### config.mk
export PLATFORM = sky130hd
export DESIGN_NAME = srde_scale
export DESIGN_NICKNAME = d
export VERILOG_FILES = /design/src/design/srde_pkg.sv /design/src/design/srde_div.sv /design/src/design/srde_scale.sv
export SDC_FILE = /design/constraint.sdc
export NUM_CORES = 1
export LEC_CHECK = 0
export ABC_AREA = 1
export BUFFER_PORTS_ARGS = -buffer_cell sky130_fd_sc_hd__buf_2
export CAP_MARGIN = 20
export CORE_MARGIN = 5
export CORE_UTILIZATION = 55
export CTS_CLUSTER_DIAMETER = 120
export DETAILED_ROUTE_END_ITERATION = 6
export GPL_TIMING_DRIVEN = 1
export PLACE_DENSITY = 0.72
export RECOVER_POWER = 100
export SYNTH_ARGS = -nofsm -noshare
export SYNTH_HDL_FRONTEND = slang
export SYNTH_SLANG_ARGS = --single-unit
### constraint.sdc
create_clock -name i_clk -period 20.9 [get_ports i_clk]
set_input_delay 6.27 -clock i_clk [delete_from_list [all_inputs] [get_ports i_clk]]
set_output_delay 6.27 -clock i_clk [all_outputs]
set_load 0.01 [all_outputs]
### src/design/srde_pkg.sv
// Shared types and constants of the scaled raster draw engine.
`default_nettype none
package srde_pkg;

    localparam int COORD_W = 12;
    localparam int SPAN_W  = COORD_W + 1;
    localparam int COLOR_W = 32;
    localparam int CNT_W   = 32;
    localparam int AREA_W  = 2 * COORD_W;

    localparam logic [COORD_W-1:0] SCREEN_W_RST = 12'd640;
    localparam logic [COORD_W-1:0] SCREEN_H_RST = 12'd480;

    localparam int               HASH_SHL   = 5;
    localparam int               HASH_SHR   = 2;
    localparam logic [CNT_W-1:0] HASH_X_MUL = 32'd17;
    localparam logic [CNT_W-1:0] HASH_Y_MUL = 32'd31;

    typedef enum logic [1:0] {
        MODE_CLEAR = 2'd0,
        MODE_PIXEL = 2'd1,
        MODE_RECT  = 2'd2,
        MODE_HASH  = 2'd3
    } t_mode;

    typedef enum logic {
        CFG_SCREEN_W = 1'b0,
        CFG_SCREEN_H = 1'b1
    } t_cfg_reg;

    typedef struct packed {
        t_mode               mode;
        logic [COORD_W-1:0]  pos_x;
        logic [COORD_W-1:0]  pos_y;
        logic [COORD_W-1:0]  rect_w;
        logic [COORD_W-1:0]  rect_h;
        logic [COLOR_W-1:0]  color;
    } t_cmd;

    typedef struct packed {
        logic [CNT_W-1:0] hash;
        logic [CNT_W-1:0] pixel_total;
        logic [CNT_W-1:0] rect_total;
    } t_res;

    typedef struct packed {
        t_cfg_reg            index;
        logic [COORD_W-1:0]  value;
    } t_cfg;

    // Request from the sequencer to one axis scaler.
    typedef struct packed {
        logic                start;
        logic [SPAN_W-1:0]   coord;
        logic [COORD_W-1:0]  count;
        logic [COORD_W-1:0]  extent;
    } t_scale_req;

endpackage
`default_nettype wire

### src/design/srde_div.sv
// Restoring divider, one quotient bit per cycle.
`default_nettype none
module srde_div #(
    parameter int NUM_W = 20,
    parameter int DEN_W = 12
) (
    input  logic             i_clk,
    input  logic             i_rst_n,
    input  logic             i_start,
    input  logic [NUM_W-1:0] i_num,
    input  logic [DEN_W-1:0] i_den,
    output logic             o_done,
    output logic [NUM_W-1:0] o_quo,
    output logic [DEN_W-1:0] o_rem
);
    localparam int CW = $clog2(NUM_W + 1);

    logic             r_busy;
    logic             r_done;
    logic [CW-1:0]    r_cnt;
    logic [NUM_W-1:0] r_num;
    logic [DEN_W-1:0] r_rem;
    logic [DEN_W-1:0] r_den;
    logic [DEN_W:0]   rem_sh;
    logic [DEN_W:0]   rem_sub;
    logic             q_bit;

    always_comb begin
        rem_sh  = {r_rem, r_num[NUM_W-1]};
        rem_sub = rem_sh - {1'b0, r_den};
        q_bit   = rem_sh >= {1'b0, r_den};
    end

    always_ff @(posedge i_clk) begin
        if (!i_rst_n) begin
            r_busy <= 1'b0;
            r_done <= 1'b0;
            r_cnt  <= '0;
        end else begin
            r_done <= !i_start && r_busy && (r_cnt == CW'(1));
            if (i_start) begin
                r_busy <= 1'b1;
                r_cnt  <= CW'(NUM_W);
                r_num  <= i_num;
                r_den  <= i_den;
                r_rem  <= '0;
            end else if (r_busy) begin
                // quotient bits shift in behind the numerator bits
                r_num <= {r_num[NUM_W-2:0], q_bit};
                r_rem <= q_bit ? rem_sub[DEN_W-1:0] : rem_sh[DEN_W-1:0];
                r_cnt <= r_cnt - 1'b1;
                if (r_cnt == CW'(1)) begin
                    r_busy <= 1'b0;
                end
            end
        end
    end

    assign o_done = r_done;
    assign o_quo  = r_num;
    assign o_rem  = r_rem;
endmodule
`default_nettype wire

### src/design/srde_scale.sv
// Axis scaler: maps a span of logical coordinates onto raster cells.
`default_nettype none
module srde_scale #(
    parameter int CELLS = 96
) (
    input  logic                         i_clk,
    input  logic                         i_rst_n,
    input  srde_pkg::t_scale_req         i_req,
    output logic                         o_busy,
    output logic [$clog2(CELLS)-1:0]     o_idx,
    output logic [CELLS-1:0]             o_hit
);
    import srde_pkg::*;

    localparam int QW = $clog2(CELLS);
    localparam int NW = SPAN_W + $clog2(CELLS);
    localparam int RW = COORD_W + 1;

    typedef enum logic [3:0] {
        SC_IDLE = 4'b0001,
        SC_MUL  = 4'b0010,
        SC_DIV  = 4'b0100,
        SC_STEP = 4'b1000
    } t_sc_state;

    t_sc_state          r_state;
    logic [SPAN_W-1:0]  r_coord;
    logic [COORD_W-1:0] r_left;
    logic [COORD_W-1:0] r_ext;
    logic [NW-1:0]      r_prod;
    logic               r_div_start;
    logic [QW-1:0]      r_q;
    logic [RW-1:0]      r_r;
    logic [QW-1:0]      r_idx;
    logic [CELLS-1:0]   r_hit;
    logic               div_done;
    logic [NW-1:0]      div_quo;
    logic [COORD_W-1:0] div_rem;

    srde_div #(
        .NUM_W (NW),
        .DEN_W (COORD_W)
    ) u_div (
        .i_clk   (i_clk),
        .i_rst_n (i_rst_n),
        .i_start (r_div_start),
        .i_num   (r_prod),
        .i_den   (r_ext),
        .o_done  (div_done),
        .o_quo   (div_quo),
        .o_rem   (div_rem)
    );

    always_ff @(posedge i_clk) begin
        if (!i_rst_n) begin
            r_state     <= SC_IDLE;
            r_div_start <= 1'b0;
        end else begin
            r_div_start <= r_state == SC_MUL;
            case (r_state)
                SC_IDLE: begin
                    if (i_req.start) begin
                        r_coord <= i_req.coord;
                        r_left  <= i_req.count;
                        r_ext   <= i_req.extent;
                        r_hit   <= '0;
                        r_state <= SC_MUL;
                    end
                end
                SC_MUL: begin
                    r_prod      <= NW'(r_coord * CELLS);
                    r_state     <= SC_DIV;
                end
                SC_DIV: begin
                    if (div_done) begin
                        if (div_quo >= NW'(CELLS - 1)) begin
                            // first point already clamps: so does the rest
                            r_idx            <= QW'(CELLS - 1);
                            r_hit[CELLS-1]   <= 1'b1;
                            r_state          <= SC_IDLE;
                        end else begin
                            r_idx   <= div_quo[QW-1:0];
                            r_q     <= div_quo[QW-1:0];
                            r_r     <= {1'b0, div_rem};
                            r_state <= SC_STEP;
                        end
                    end
                end
                SC_STEP: begin
                    // keep c*CELLS = q*ext + r while c walks the span
                    if (r_r >= {1'b0, r_ext}) begin
                        r_r <= r_r - {1'b0, r_ext};
                        if (r_q == QW'(CELLS - 2)) begin
                            r_hit[CELLS-1] <= 1'b1;
                            r_state        <= SC_IDLE;
                        end else begin
                            r_q <= r_q + 1'b1;
                        end
                    end else begin
                        r_hit[r_q] <= 1'b1;
                        if (r_left == COORD_W'(1)) begin
                            r_state <= SC_IDLE;
                        end else begin
                            r_left <= r_left - 1'b1;
                            r_r    <= r_r + RW'(CELLS);
                        end
                    end
                end
                default: r_state <= SC_IDLE;
            endcase
        end
    end

    assign o_busy = r_state != SC_IDLE;
    assign o_idx  = r_idx;
    assign o_hit  = r_hit;
endmodule
`default_nettype wire

; ---- Word-level counts from Yosys, hierarchy flattened
; Cells that the tools add are included.
[classes]
add_sub_neg = 6
n_mul = 1
n_div = 0
magnitude_cmp = 5
eq_ne = 19
shifts = 0
mux = 40
bitwise_logic = 2
reduce_logical = 20
[ops]
columns = cell, count
row1 = $pmux 95 s2, 1
row2 = $mux 96, 1
row3 = $or 96x96->96, 1
row4 = $mux 95, 1
row5 = $mux 12, 5
row6 = $mux 13, 4
row7 = $mux 20, 2
row8 = $mux 7, 4
row9 = $ge 13x12->1, 2
row10 = $pmux 13 s2, 1
row11 = $mux 4, 6
row12 = $pmux 12 s2, 1
row13 = $ge 20x7->1 const B, 1
row14 = $pmux 4 s4, 1
row15 = $mul 13x2->15 const B, 1
row16 = $ne 2x2->1 const B, 7
row17 = $pmux 7 s2, 1
row18 = $add 13x7->13 const B, 1
row19 = $sub 13x12->13, 1
row20 = $eq 12x1->1 const B, 1
row21 = $reduce_and 6->1, 2
row22 = $sub 12x1->12 const B, 1
row23 = $sub 12x12->12, 1
row24 = $mux 5, 2
row25 = 26 further kinds, 44
[totals]
reg_bits = 231
latch_bits = 0
ram_bits = 0
mem_bits_ro = 0
in_bits = 40
output_inout_bits = 104
word_cells = 112
n_memories = 0

; ---- Longest topological paths before layout
; Gate-level depths: netlist of run 1.
[depth]
ltp_word = 7
ltp_mapped = 14
depth_no_buf = 14

; ---- Cells and area by module
; From an unflattened synthesis of run 1, not the netlist that was laid out.
[hier_totals]
hier_cells = 1224
area_unflattened_um2 = 11741.3
[by_module_without_submodules]
columns = mod, n_inst, cells_per_inst, area_each_um2, seq_area_each_um2
row1 = srde_scale, 1, 868, 8829.7, 5355.1
row2 = srde_div, 1, 356, 2911.5, 1461.4

; ---- Least setup slack after synthesis of run 1
; OpenSTA, ideal clock, no wires.
[synth_timing]
path_type = input -> register
start = input i_rst_n
end = register r_hit[0], in the netlist o_hit[0], enable pin
setup_ps = 580
arrival_ps = 11216
required_ps = 20320
setup_slack_ps = 9104
path_stages = 3
path_buffers = 1
cell_sequence = clkbuf_1 > nand2_1 > a21oi_1
[synth_via]
elab_chain_len = 1
[synth_rtl]
columns = item, line
row1 = "start, declared", srde_scale.sv:7  ; input logic i_rst_n,
row2 = $reduce_and 4->1 (no source line), -
row3 = "end signal, assigned", srde_scale.sv:66  ; r_hit <= '0;
row4 = "end signal, assigned by index", srde_scale.sv:79  ; r_hit[CELLS-1] <= 1'b1;
row5 = "end signal, assigned by index", srde_scale.sv:94  ; r_hit[CELLS-1] <= 1'b1;
row6 = "end, declared", srde_scale.sv:35  ; logic [CELLS-1:0] r_hit;
; No other way between the ends.
; A chain may end at the register's enable or synchronous reset.

; ---- Worst setup path after layout of run 1
[layout_timing]
start = input i_rst_n
end = register r_hit[61], in the netlist o_hit[61], enable pin
; Same word-level chain as after synthesis.

==> flow_metrics.tcl, run 1 <==
set metrics [dict create \
    clock-sinks 231 \
    gr-usage-all-layers_pct 21.4 \
    slowest_delay_ps 3180 \
    port_buffers 143 \
    syn_area_um2 11500 \
    hold_path_class "flip-flop to flip-flop" \
    drive_above_1_share_pct 7.83 \
    power_frac_clock_pct 35.4 \
    min_period_ps 10860 \
    violations "capacitance limit, slew limit" \
    tightest_slew_ps 4470 \
    clock_path_buffers 3 \
    ctsHtreeMaxLevel 1 \
    drv_slew 272 \
    design.die.area_um2 23900 \
    crit_chain "clkbuf_1 > nand2_1 > a21oi_1 > clkbuf_1" \
    core-area_um2 20400 \
    fill_cells 1742 \
    power.leakage_nw 5.09 \
    ys.warnings.count 0 \
    worstPathArrival_ps 10870 \
    crit_type "input pin to flip-flop" \
    post_cts_buffers 0 \
    syn_area_per_cell_um2 10.1 \
    pwr-share-comb_pct 13.1 \
    top_usage_layer "met2" \
    start_util_pct 56.2 \
    clkTransAtPathRegs_ps 60 \
    met1_usage_pct 29.6 \
    nets 1372 \
    grt_overflow 0 \
    grt_max_degree 88 \
    grt_pass1_vias 8204 \
    use_met2_pct 35.1 \
    fin_util_pct 63.6 \
    cts_made_buffers 25 \
    ir_drop_mv 0.0726 \
    final_cell_count_no_fill 1572 \
    maxCapViolCount 7 \
    path_common_cell "clkbuf_1" \
    drt_iter0_drc 640 \
    power_density_nw_per_um2 87.5 \
    synthDistinctLibCells 44 \
    ys_seq_area_share_pct 59.3 \
    worst_skew_pair.late_latency_ps 510 \
    drt_wl_total_um 26500 \
    cp-start-kind "input pin" \
    final_common_cell "edfxtp_1" \
    antenna_found_initial 0 \
    cts_resized 0 \
    status "finished, violations left" \
    skew_ps 9.02 \
    root_buffer "clkbuf_16" \
    die_w_um 155 \
    synth_edf_count 219 \
    ys_ff_latch 231 \
    cts_hold_buffers 0 \
    fin_crit_sh_pct 52.0 \
    final-seq-area_um2 6820 \
    vias 8548 \
    dp_cells 1526 \
    cp_slowest_cell "clkbuf_1" \
    fmax_ghz 0.0921 \
    power_frac_seq_pct 51.5 \
    worst-path-max-fanout 85 \
    ys.flop_type "edfxtp_1" \
    viasPerCell 5.44 \
    syn_inst 1134 \
    setup_viol 0 \
    syn_nets 1222 \
    async_reset_ff_share_pct 0 \
    p_sw_mw 0.297 \
    rsz0062_at_grt "no" \
    multiInputGateArea_um2 3970 \
    whs_ps 450 \
    grt_pass1_wl_um 42000 \
    rows 52 \
    gp_congestion 0.863 \
    wl_per_cell_um 16.9 \
    fp.dieH_um 155 \
    cell_internal_pwr_mw 0.840 \
    drc 0 \
    num_io_pins 144 \
    maxSlewHeadroom_pct -198 \
    hold_viol 0 \
    grt_util_met3_pct 3.80 \
    diodes 0 \
    swShare_pct 26.1 \
    final_cell_mix "edfxtp_1 (219), nor2_1 (183), nand2_1 (166)" \
    first_pass_iters 5 \
    area_growth_pct 13.1 \
    post_dp_cell_area_um2 12500 \
    antenna_left 0 \
    tritoncts "yes" \
    endpoint_kind "flip-flop" \
    cp.required_ps 20910 \
    stdcell_area_um2 13000 \
    dp_hpwl_um 18500 \
    setup_tns_ps 0 \
]
==> cell type report <==
class,count,area share [%]
multi-input cells,745,30.5
repair buffers,156,5.09
clock inverters,8,0.289
inverters,125,3.62
well taps,270,2.60
flip-flops and latches,231,52.5
clock buffers,37,5.39
==> registers in the layout, indices dropped and copies added, names as in the netlist, 12 cells and up <==
name         count
o_hit           96
u_div.o_quo     20
r_prod          15
r_coord         13
r_r             13
r_ext           12
r_left          12
u_div.o_rem     12
u_div.r_den     12
==> cell families after synthesis <==
| logic type | share of synthesized area (%) |
|---|---|
| AO/OA/AOI/OAI | 11.2 |
| XOR/XNOR | 3.13 |
| adder cells (fa/ha/maj) | 5.42 |
| buffers and inverters | 5.60 |
| flip-flops | 59.3 |
| AND/OR/NAND/NOR | 15.3 |
==> power by group through the flow <==
stage / Sequential, mW / Combinational (mW) / Clock (mW)
2_1_floorplan: 0.602 / 0.0909 / 0
3_3_place_gp: 0.589 / 0.154 / 0
3_5_place_dp: 0.590 / 0.158 / 0
4_1_cts: 0.580 / 0.159 / 0.407
5_1_grt: 0.590 / 0.167 / 0.430
6_report: 0.586 / 0.149 / 0.402
==> through the flow <==
| stage | setup WS, ps | power [mW] |
|---|---|---|
| after floorplan | 9100 | 0.693 |
| after global routing | 9600 | 1.19 |
| after detailed placement | 12540 | 0.747 |
| after global placement | 12560 | 0.743 |
| after CTS | 12870 | 1.15 |
| final | 10040 | 1.14 |
==> synth_stat cells, types with 12 or more instances <==
| library cell | count | area, µm² |
|---|---|---|
| nor3_1 | 20 | 100 |
| clkbuf_1 | 17 | 63.8 |
| inv_1 | 115 | 432 |
| nand3_1 | 25 | 125 |
| ha_1 | 45 | 563 |
| nand2_1 | 165 | 619 |
| a21oi_1 | 136 | 681 |
| o21ai_0 | 39 | 195 |
| o21ai_1 | 18 | 90.1 |
| xnor2_1 | 14 | 123 |
| nor2_1 | 182 | 683 |
| edfxtp_1 | 219 | 6580 |
| xor2_1 | 27 | 236 |
| dfxtp_1 | 12 | 240 |
==> worst max-delay path, delay by kind of cell <==
family / cells / cell delay [ps]
AND/OR/NAND/NOR: 1 / 190
AO/OA/AOI/OAI: 1 / 780
buffers and inverters: 2 / 3520
==> per-layer routing <==
| metal | vias up | part of all wire, % |
|---|---|---|
| met2 | 309 | 47 |
| met5 | - | 0 |
| met4 | 0 | 2.9 |
| met3 | 59 | 7.7 |
| met1 | 3987 | 43 |
| li1 | 4193 | - |
==> worst paths after layout <==
path | depth (start not counted) | from | end | slack (ps)
worst max-delay path | 4 | i_rst_n | o_hit[61] | 10040
worst min-delay path | 0 | r_ext[2] | u_div.r_den[2] | 450
worst max register to register | 8 | r_state[0] | o_hit[61] | 10990
worst min register to register | 0 | r_ext[2] | u_div.r_den[2] | 450
Power figures use the tool's default switching activity.
==> run 2, diff against run 1 <==
--- a/config.mk
+++ b/config.mk
@@ -5,7 +5,7 @@
 export SDC_FILE = /design/constraint.sdc
 export NUM_CORES = 1
 export LEC_CHECK = 0
-export ABC_AREA = 1
+export ABC_AREA = 0
 export BUFFER_PORTS_ARGS = -buffer_cell sky130_fd_sc_hd__buf_2
 export CAP_MARGIN = 20
 export CORE_MARGIN = 5
==> constraint.sdc (replaced) <==
create_clock -name i_clk -period 10.03 [get_ports i_clk]
set_input_delay 3.009 -clock i_clk [delete_from_list [all_inputs] [get_ports i_clk]]
set_output_delay 3.009 -clock i_clk [all_outputs]
set_load 0.01 [all_outputs]
==> flow_metrics.tcl, run 2 <==
set metrics [dict create \
    grt_overflow 0 \
    synth-xor-area-share_pct 3.86 \
    rsz0062_at_grt "no" \
    fp.dieH_um 154 \
    ctsHtreeMaxLevel 1 \
    syn_inst 1000 \
    drt_iter0_drc 566 \
    ys.warnings.count 0 \
    pre_cts_slack_ps 5140 \
    gr-usage-all-layers_pct 21.2 \
    clock_path_buffers 3 \
    cp.buffers_inverters 2 \
    path_common_cell "clkbuf_1" \
    hold_path_class "flip-flop to flip-flop" \
    power.leakage_nw 4.67 \
    root_buffer "clkbuf_16" \
    antenna_left 0 \
    syn_nets 1088 \
    core-area_um2 20200 \
    first_pass_iters 5 \
    synth_top_family_by_area "simple AND/OR/NAND/NOR gates" \
    yosys.area_share.simple_pct 13.5 \
    maxSlewHeadroom_pct -201 \
    drv_slew 222 \
    wl_per_cell_um 17.9 \
    area_growth_pct 14.9 \
    cp_slowest_cell "clkbuf_1" \
    synth_compound_area_share_pct 11.6 \
    clock-sinks 231 \
    synth_top_cell_by_area "edfxtp_1" \
    largest_reg_flops 96 \
    cts_made_buffers 26 \
    port_buffers 143 \
    diodes 0 \
    crit_chain "nor2_1 > nand3b_1 > clkbuf_1 > clkbuf_1 > a211oi_1 > a2111oi_0" \
    gp_congestion 0.817 \
    grt_max_degree 109 \
    synthAdderAreaFrac_pct 5.50 \
    rows 52 \
    cts_hold_buffers 0 \
    ys_ff_latch 231 \
    syn_area_um2 11300 \
    violations "capacitance limit, slew limit" \
    fmax_ghz 0.158 \
    dp_hpwl_um 17400 \
    worst_skew_pair.late_latency_ps 530 \
    antenna_found_initial 0 \
    setup_viol 0 \
    post_cts_buffers 0 \
    final_common_cell "edfxtp_1" \
    cp-start-kind "flip-flop" \
    crit_type "flip-flop to flip-flop" \
    grt_pass1_vias 7866 \
    drive_above_1_share_pct 8.85 \
    synth_commonest_cells "edfxtp_1 (219), nor2_1 (163), a21oi_1 (121)" \
    setup_tns_ps 0 \
    synthTopCellsByArea "edfxtp_1 (58%), nor2_1 (5.4%), a21oi_1 (5.3%)" \
    ys.flop_type "edfxtp_1" \
    slowest_delay_ps 3230 \
    drc 0 \
    finalWorstSetupSlack_ps 3700 \
    fin_crit_sh_pct 63.1 \
    tightest_slew_ps 4520 \
    viasPerCell 5.65 \
    critPathTopFamily "buffers and inverters" \
    maxCapViolCount 5 \
    skew_ps 10.7 \
    nets 1232 \
    design.die.area_um2 23600 \
    fill_cells 1635 \
    synthMuxAreaShare_pct 2.46 \
    endpoint_kind "flip-flop" \
    tritoncts "yes" \
    min_period_ps 6330 \
    synthDistinctLibCells 55 \
    cp.required_ps 10210 \
    power_density_nw_per_um2 170 \
    die_w_um 154 \
    vias 8101 \
    final_cell_mix "edfxtp_1 (219), nor2_1 (164), a21oi_1 (121), clkbuf_1 (121), nand2_1 (51)" \
    cts_resized 0 \
    ys_seq_area_share_pct 60.1 \
    synth_edf_count 219 \
    hold_viol 0 \
    drt_wl_total_um 25700 \
    yosysTopAreaCellShare_pct 58.0 \
    async_reset_ff_share_pct 0 \
    clkTransAtPathRegs_ps 60 \
    start_util_pct 56.0 \
    worstPathArrival_ps 6510 \
    num_io_pins 144 \
    syn_area_per_cell_um2 11.3 \
    worst-path-max-fanout 108 \
    synth.most_common_cell "edfxtp_1" \
    ir_drop_mv 0.135 \
    status "finished, violations left" \
    grt_pass1_wl_um 41300 \
]
==> run 2: layer usage <==
layer,wire [µm],GRT usage [%],part of all wire [%],vias up
li1,-,-,-,3922
met1,11400,30.1,44,3886
met2,12100,34.2,47,255
met3,1640,3.82,6.4,38
met4,554,5.38,2.2,0
met5,0,0,0,-
==> run 2: path summary, 6_finish.rpt <==
| check | endpoint | start | cells after the start | slack [ps] |
|---|---|---|---|---|
| setup reg to reg | o_hit[95] | r_state[0] | 6 | 3700 |
| setup / recovery | o_hit[95] | r_state[0] | 6 | 3700 |
| hold reg to reg | u_div.r_den[1] | r_ext[1] | 0 | 450 |
| hold / removal | u_div.r_den[1] | r_ext[1] | 0 | 450 |
==> run 2: cells by family after synthesis <==
| family | after synthesis |
|---|---|
| XOR/XNOR | 50 |
| adder cells (fa/ha/maj) | 48 |
| multiplexers | 26 |
| AO/OA/AOI/OAI | 227 |
| buffers and inverters | 86 |
| flip-flops | 231 |
| AND/OR/NAND/NOR | 332 |
==> run 2: worst register-to-register path: cells and delay by family (launching register included) <==
kind,cells,cell delay [ps]
simple gates,2,200
compound gates,2,980
flops,1,440
buf+inv,2,4360
==> run 2: power breakdown <==
part | switching [mW] | internal, mW | total [mW]
sequential | 0.0227 | 1.09 | 1.12
clock | 0.373 | 0.577 | 0.950
combinational | 0.0912 | 0.0569 | 0.148
total | 0.487 | 1.73 | 2.21
==> run 2: area by class of cell <==
type,count,area [µm²],area share (%)
inverter,46,173,1.33
clock inverter,11,128,0.980
sequential,231,6820,52.3
multi-input combinational,683,4190,32.2
timing repair buffer,156,656,5.03
clock buffer,37,723,5.55
tap,270,338,2.59
==> run 2: per-stage QoR <==
| stage | instances | instance area [µm²] | util, % | hold slack [ps] | power, mW |
|---|---|---|---|---|---|
| final | 1434 | 13000 | 64.4 | 451 | 2.21 |
| after floorplan | 1000 | 11300 | - | 426 | 1.23 |
| after global placement | 1385 | 12400 | 61.1 | 432 | 1.29 |
| after CTS | 1433 | 13200 | 65.3 | 451 | 2.24 |
| after global routing | 1434 | 13000 | 64.4 | 462 | 2.30 |
| after detailed placement | 1385 | 12400 | 61.1 | 437 | 1.29 |
==> run 3, diff against run 2 <==
==> constraint.sdc (replaced) <==
create_clock -name i_clk -period 6.4 [get_ports i_clk]
set_input_delay 1.92 -clock i_clk [delete_from_list [all_inputs] [get_ports i_clk]]
set_output_delay 1.92 -clock i_clk [all_outputs]
set_load 0.01 [all_outputs]
==> flow_metrics.tcl, run 3 (synthesis gave the netlist of run 2 again) <==
set metrics [dict create \
    post_dp_cell_area_um2 12400 \
    endpoint_kind "flip-flop" \
    min_period_ps 4690 \
    cp_slowest_cell "a211oi_1" \
    fp.dieH_um 154 \
    gr-usage-all-layers_pct 21.4 \
    fmax_ghz 0.213 \
    dp_cells 1386 \
    fin_crit_sh_pct 73.2 \
    nets 1232 \
    maxSlewHeadroom_pct -23.9 \
    grt_pass1_vias 7810 \
    final_cell_mix "edfxtp_1 (219), nor2_1 (164), a21oi_1 (121)" \
    core-area_um2 20200 \
    diodes 0 \
    port_buffers 143 \
    stdcell_area_um2 13000 \
    gp_congestion 0.922 \
    power.leakage_nw 4.65 \
    slowest_delay_ps 1430 \
    cts_resized 0 \
    tightest_slew_ps 1860 \
    area_growth_pct 14.6 \
    drt_iter0_drc 623 \
    rows 52 \
    power_density_nw_per_um2 262 \
    drive_above_1_share_pct 9.20 \
    design.die.area_um2 23600 \
    violations "capacitance limit, slew limit" \
    ctsHtreeMaxLevel 1 \
    fill_cells 1656 \
    cp-start-kind "flip-flop" \
    final_common_cell "edfxtp_1" \
    skew_ps 11.4 \
    final_cell_count_no_fill 1433 \
    num_io_pins 144 \
    grt_overflow 0 \
    path_common_cell "o31a_1" \
    hold_viol 0 \
    cp.buffers_inverters 1 \
    viasPerCell 5.66 \
    wl_per_cell_um 18.3 \
    post_cts_buffers 0 \
    crit_chain "inv_1 > ha_1 > nor2b_1 > o31a_1 > o31a_1 > o31ai_1 > and2_0 > nor2_1 > a211oi_1" \
    fin_util_pct 64.2 \
    setup_viol 0 \
    antenna_found_initial 0 \
    first_pass_iters 5 \
    status "finished, violations left" \
    dp_hpwl_um 17900 \
    worstPathArrival_ps 4800 \
    cts_hold_buffers 0 \
    drv_slew 145 \
    clock_path_buffers 3 \
    drc 0 \
    maxCapViolCount 5 \
    ir_drop_mv 0.191 \
    tritoncts "yes" \
    critPathTopFamily "compound AO/OA/AOI/OAI gates" \
    drt_wl_total_um 26200 \
    start_util_pct 56.0 \
    finalWorstSetupSlack_ps 1710 \
    root_buffer "clkbuf_16" \
    largest_reg_flops 96 \
    antenna_left 0 \
    cts_made_buffers 25 \
    die_w_um 154 \
    rsz0062_at_grt "no" \
    clock-sinks 231 \
    crit_type "flip-flop to flip-flop" \
    grt_max_degree 108 \
    pre_cts_slack_ps 2350 \
    vias 8109 \
    hold_path_class "flip-flop to flip-flop" \
    clkTransAtPathRegs_ps 60 \
    worst-path-max-fanout 12 \
    finalPower_mw 3.40 \
    cp.required_ps 6510 \
    setup_tns_ps 0 \
    worst_skew_pair.late_latency_ps 520 \
    grt_pass1_wl_um 41400 \
    whs_ps 453 \
]
run 3: cell count changes in the layout (fill, tap and decap cells not counted), moves of 2 or more:
cell | previous run | this run
clkinv_2 | 3 | 7
or4_4 | 2 | 0
or4_1 | 0 | 2
clkinv_1 | 4 | 2
clkbuf_16 | 27 | 25
buf_2 | 38 | 35
clkbuf_1 | 121 | 117
clkinv_4 | 0 | 3
run 3: path summary, 6_finish.rpt:
check / slack, ps / cells past startpoint / start / end
hold reg to reg: 450 / 0 / r_ext[9] / u_div.r_den[9]
hold / removal: 450 / 0 / r_ext[9] / u_div.r_den[9]
setup reg to reg: 1710 / 9 / r_ext[1] / r_left[1]
setup / recovery: 1710 / 9 / r_ext[1] / r_left[1]
run 3: layout make-up:
| cell class | instances | area, µm² | area share [%] |
|---|---|---|---|
| Sequential cell | 231 | 6820 | 52.5 |
| Multi-Input combinational cell | 683 | 4190 | 32.2 |
| Clock buffer | 29 | 661 | 5.09 |
| Timing Repair Buffer | 157 | 659 | 5.08 |
| Tap cell | 270 | 338 | 2.60 |
| Inverter | 46 | 173 | 1.33 |
| Clock inverter | 17 | 153 | 1.18 |
run 3: power by group:
part	leakage (nW)	internal, mW	switching, mW
clock network	0.401	0.824	0.595
logic	2.14	0.0892	0.143
registers	2.11	1.71	0.0352
total	4.65	2.63	0.774
run 3: metal layers:
metal / GRT usage, % / vias up / routed length, µm
met5: 0 / - / 0
met4: 4.96 / 0 / 482
met3: 3.96 / 36 / 1770
met2: 34.9 / 267 / 12400
met1: 30.1 / 3896 / 11600
li1: - / 3910 / -
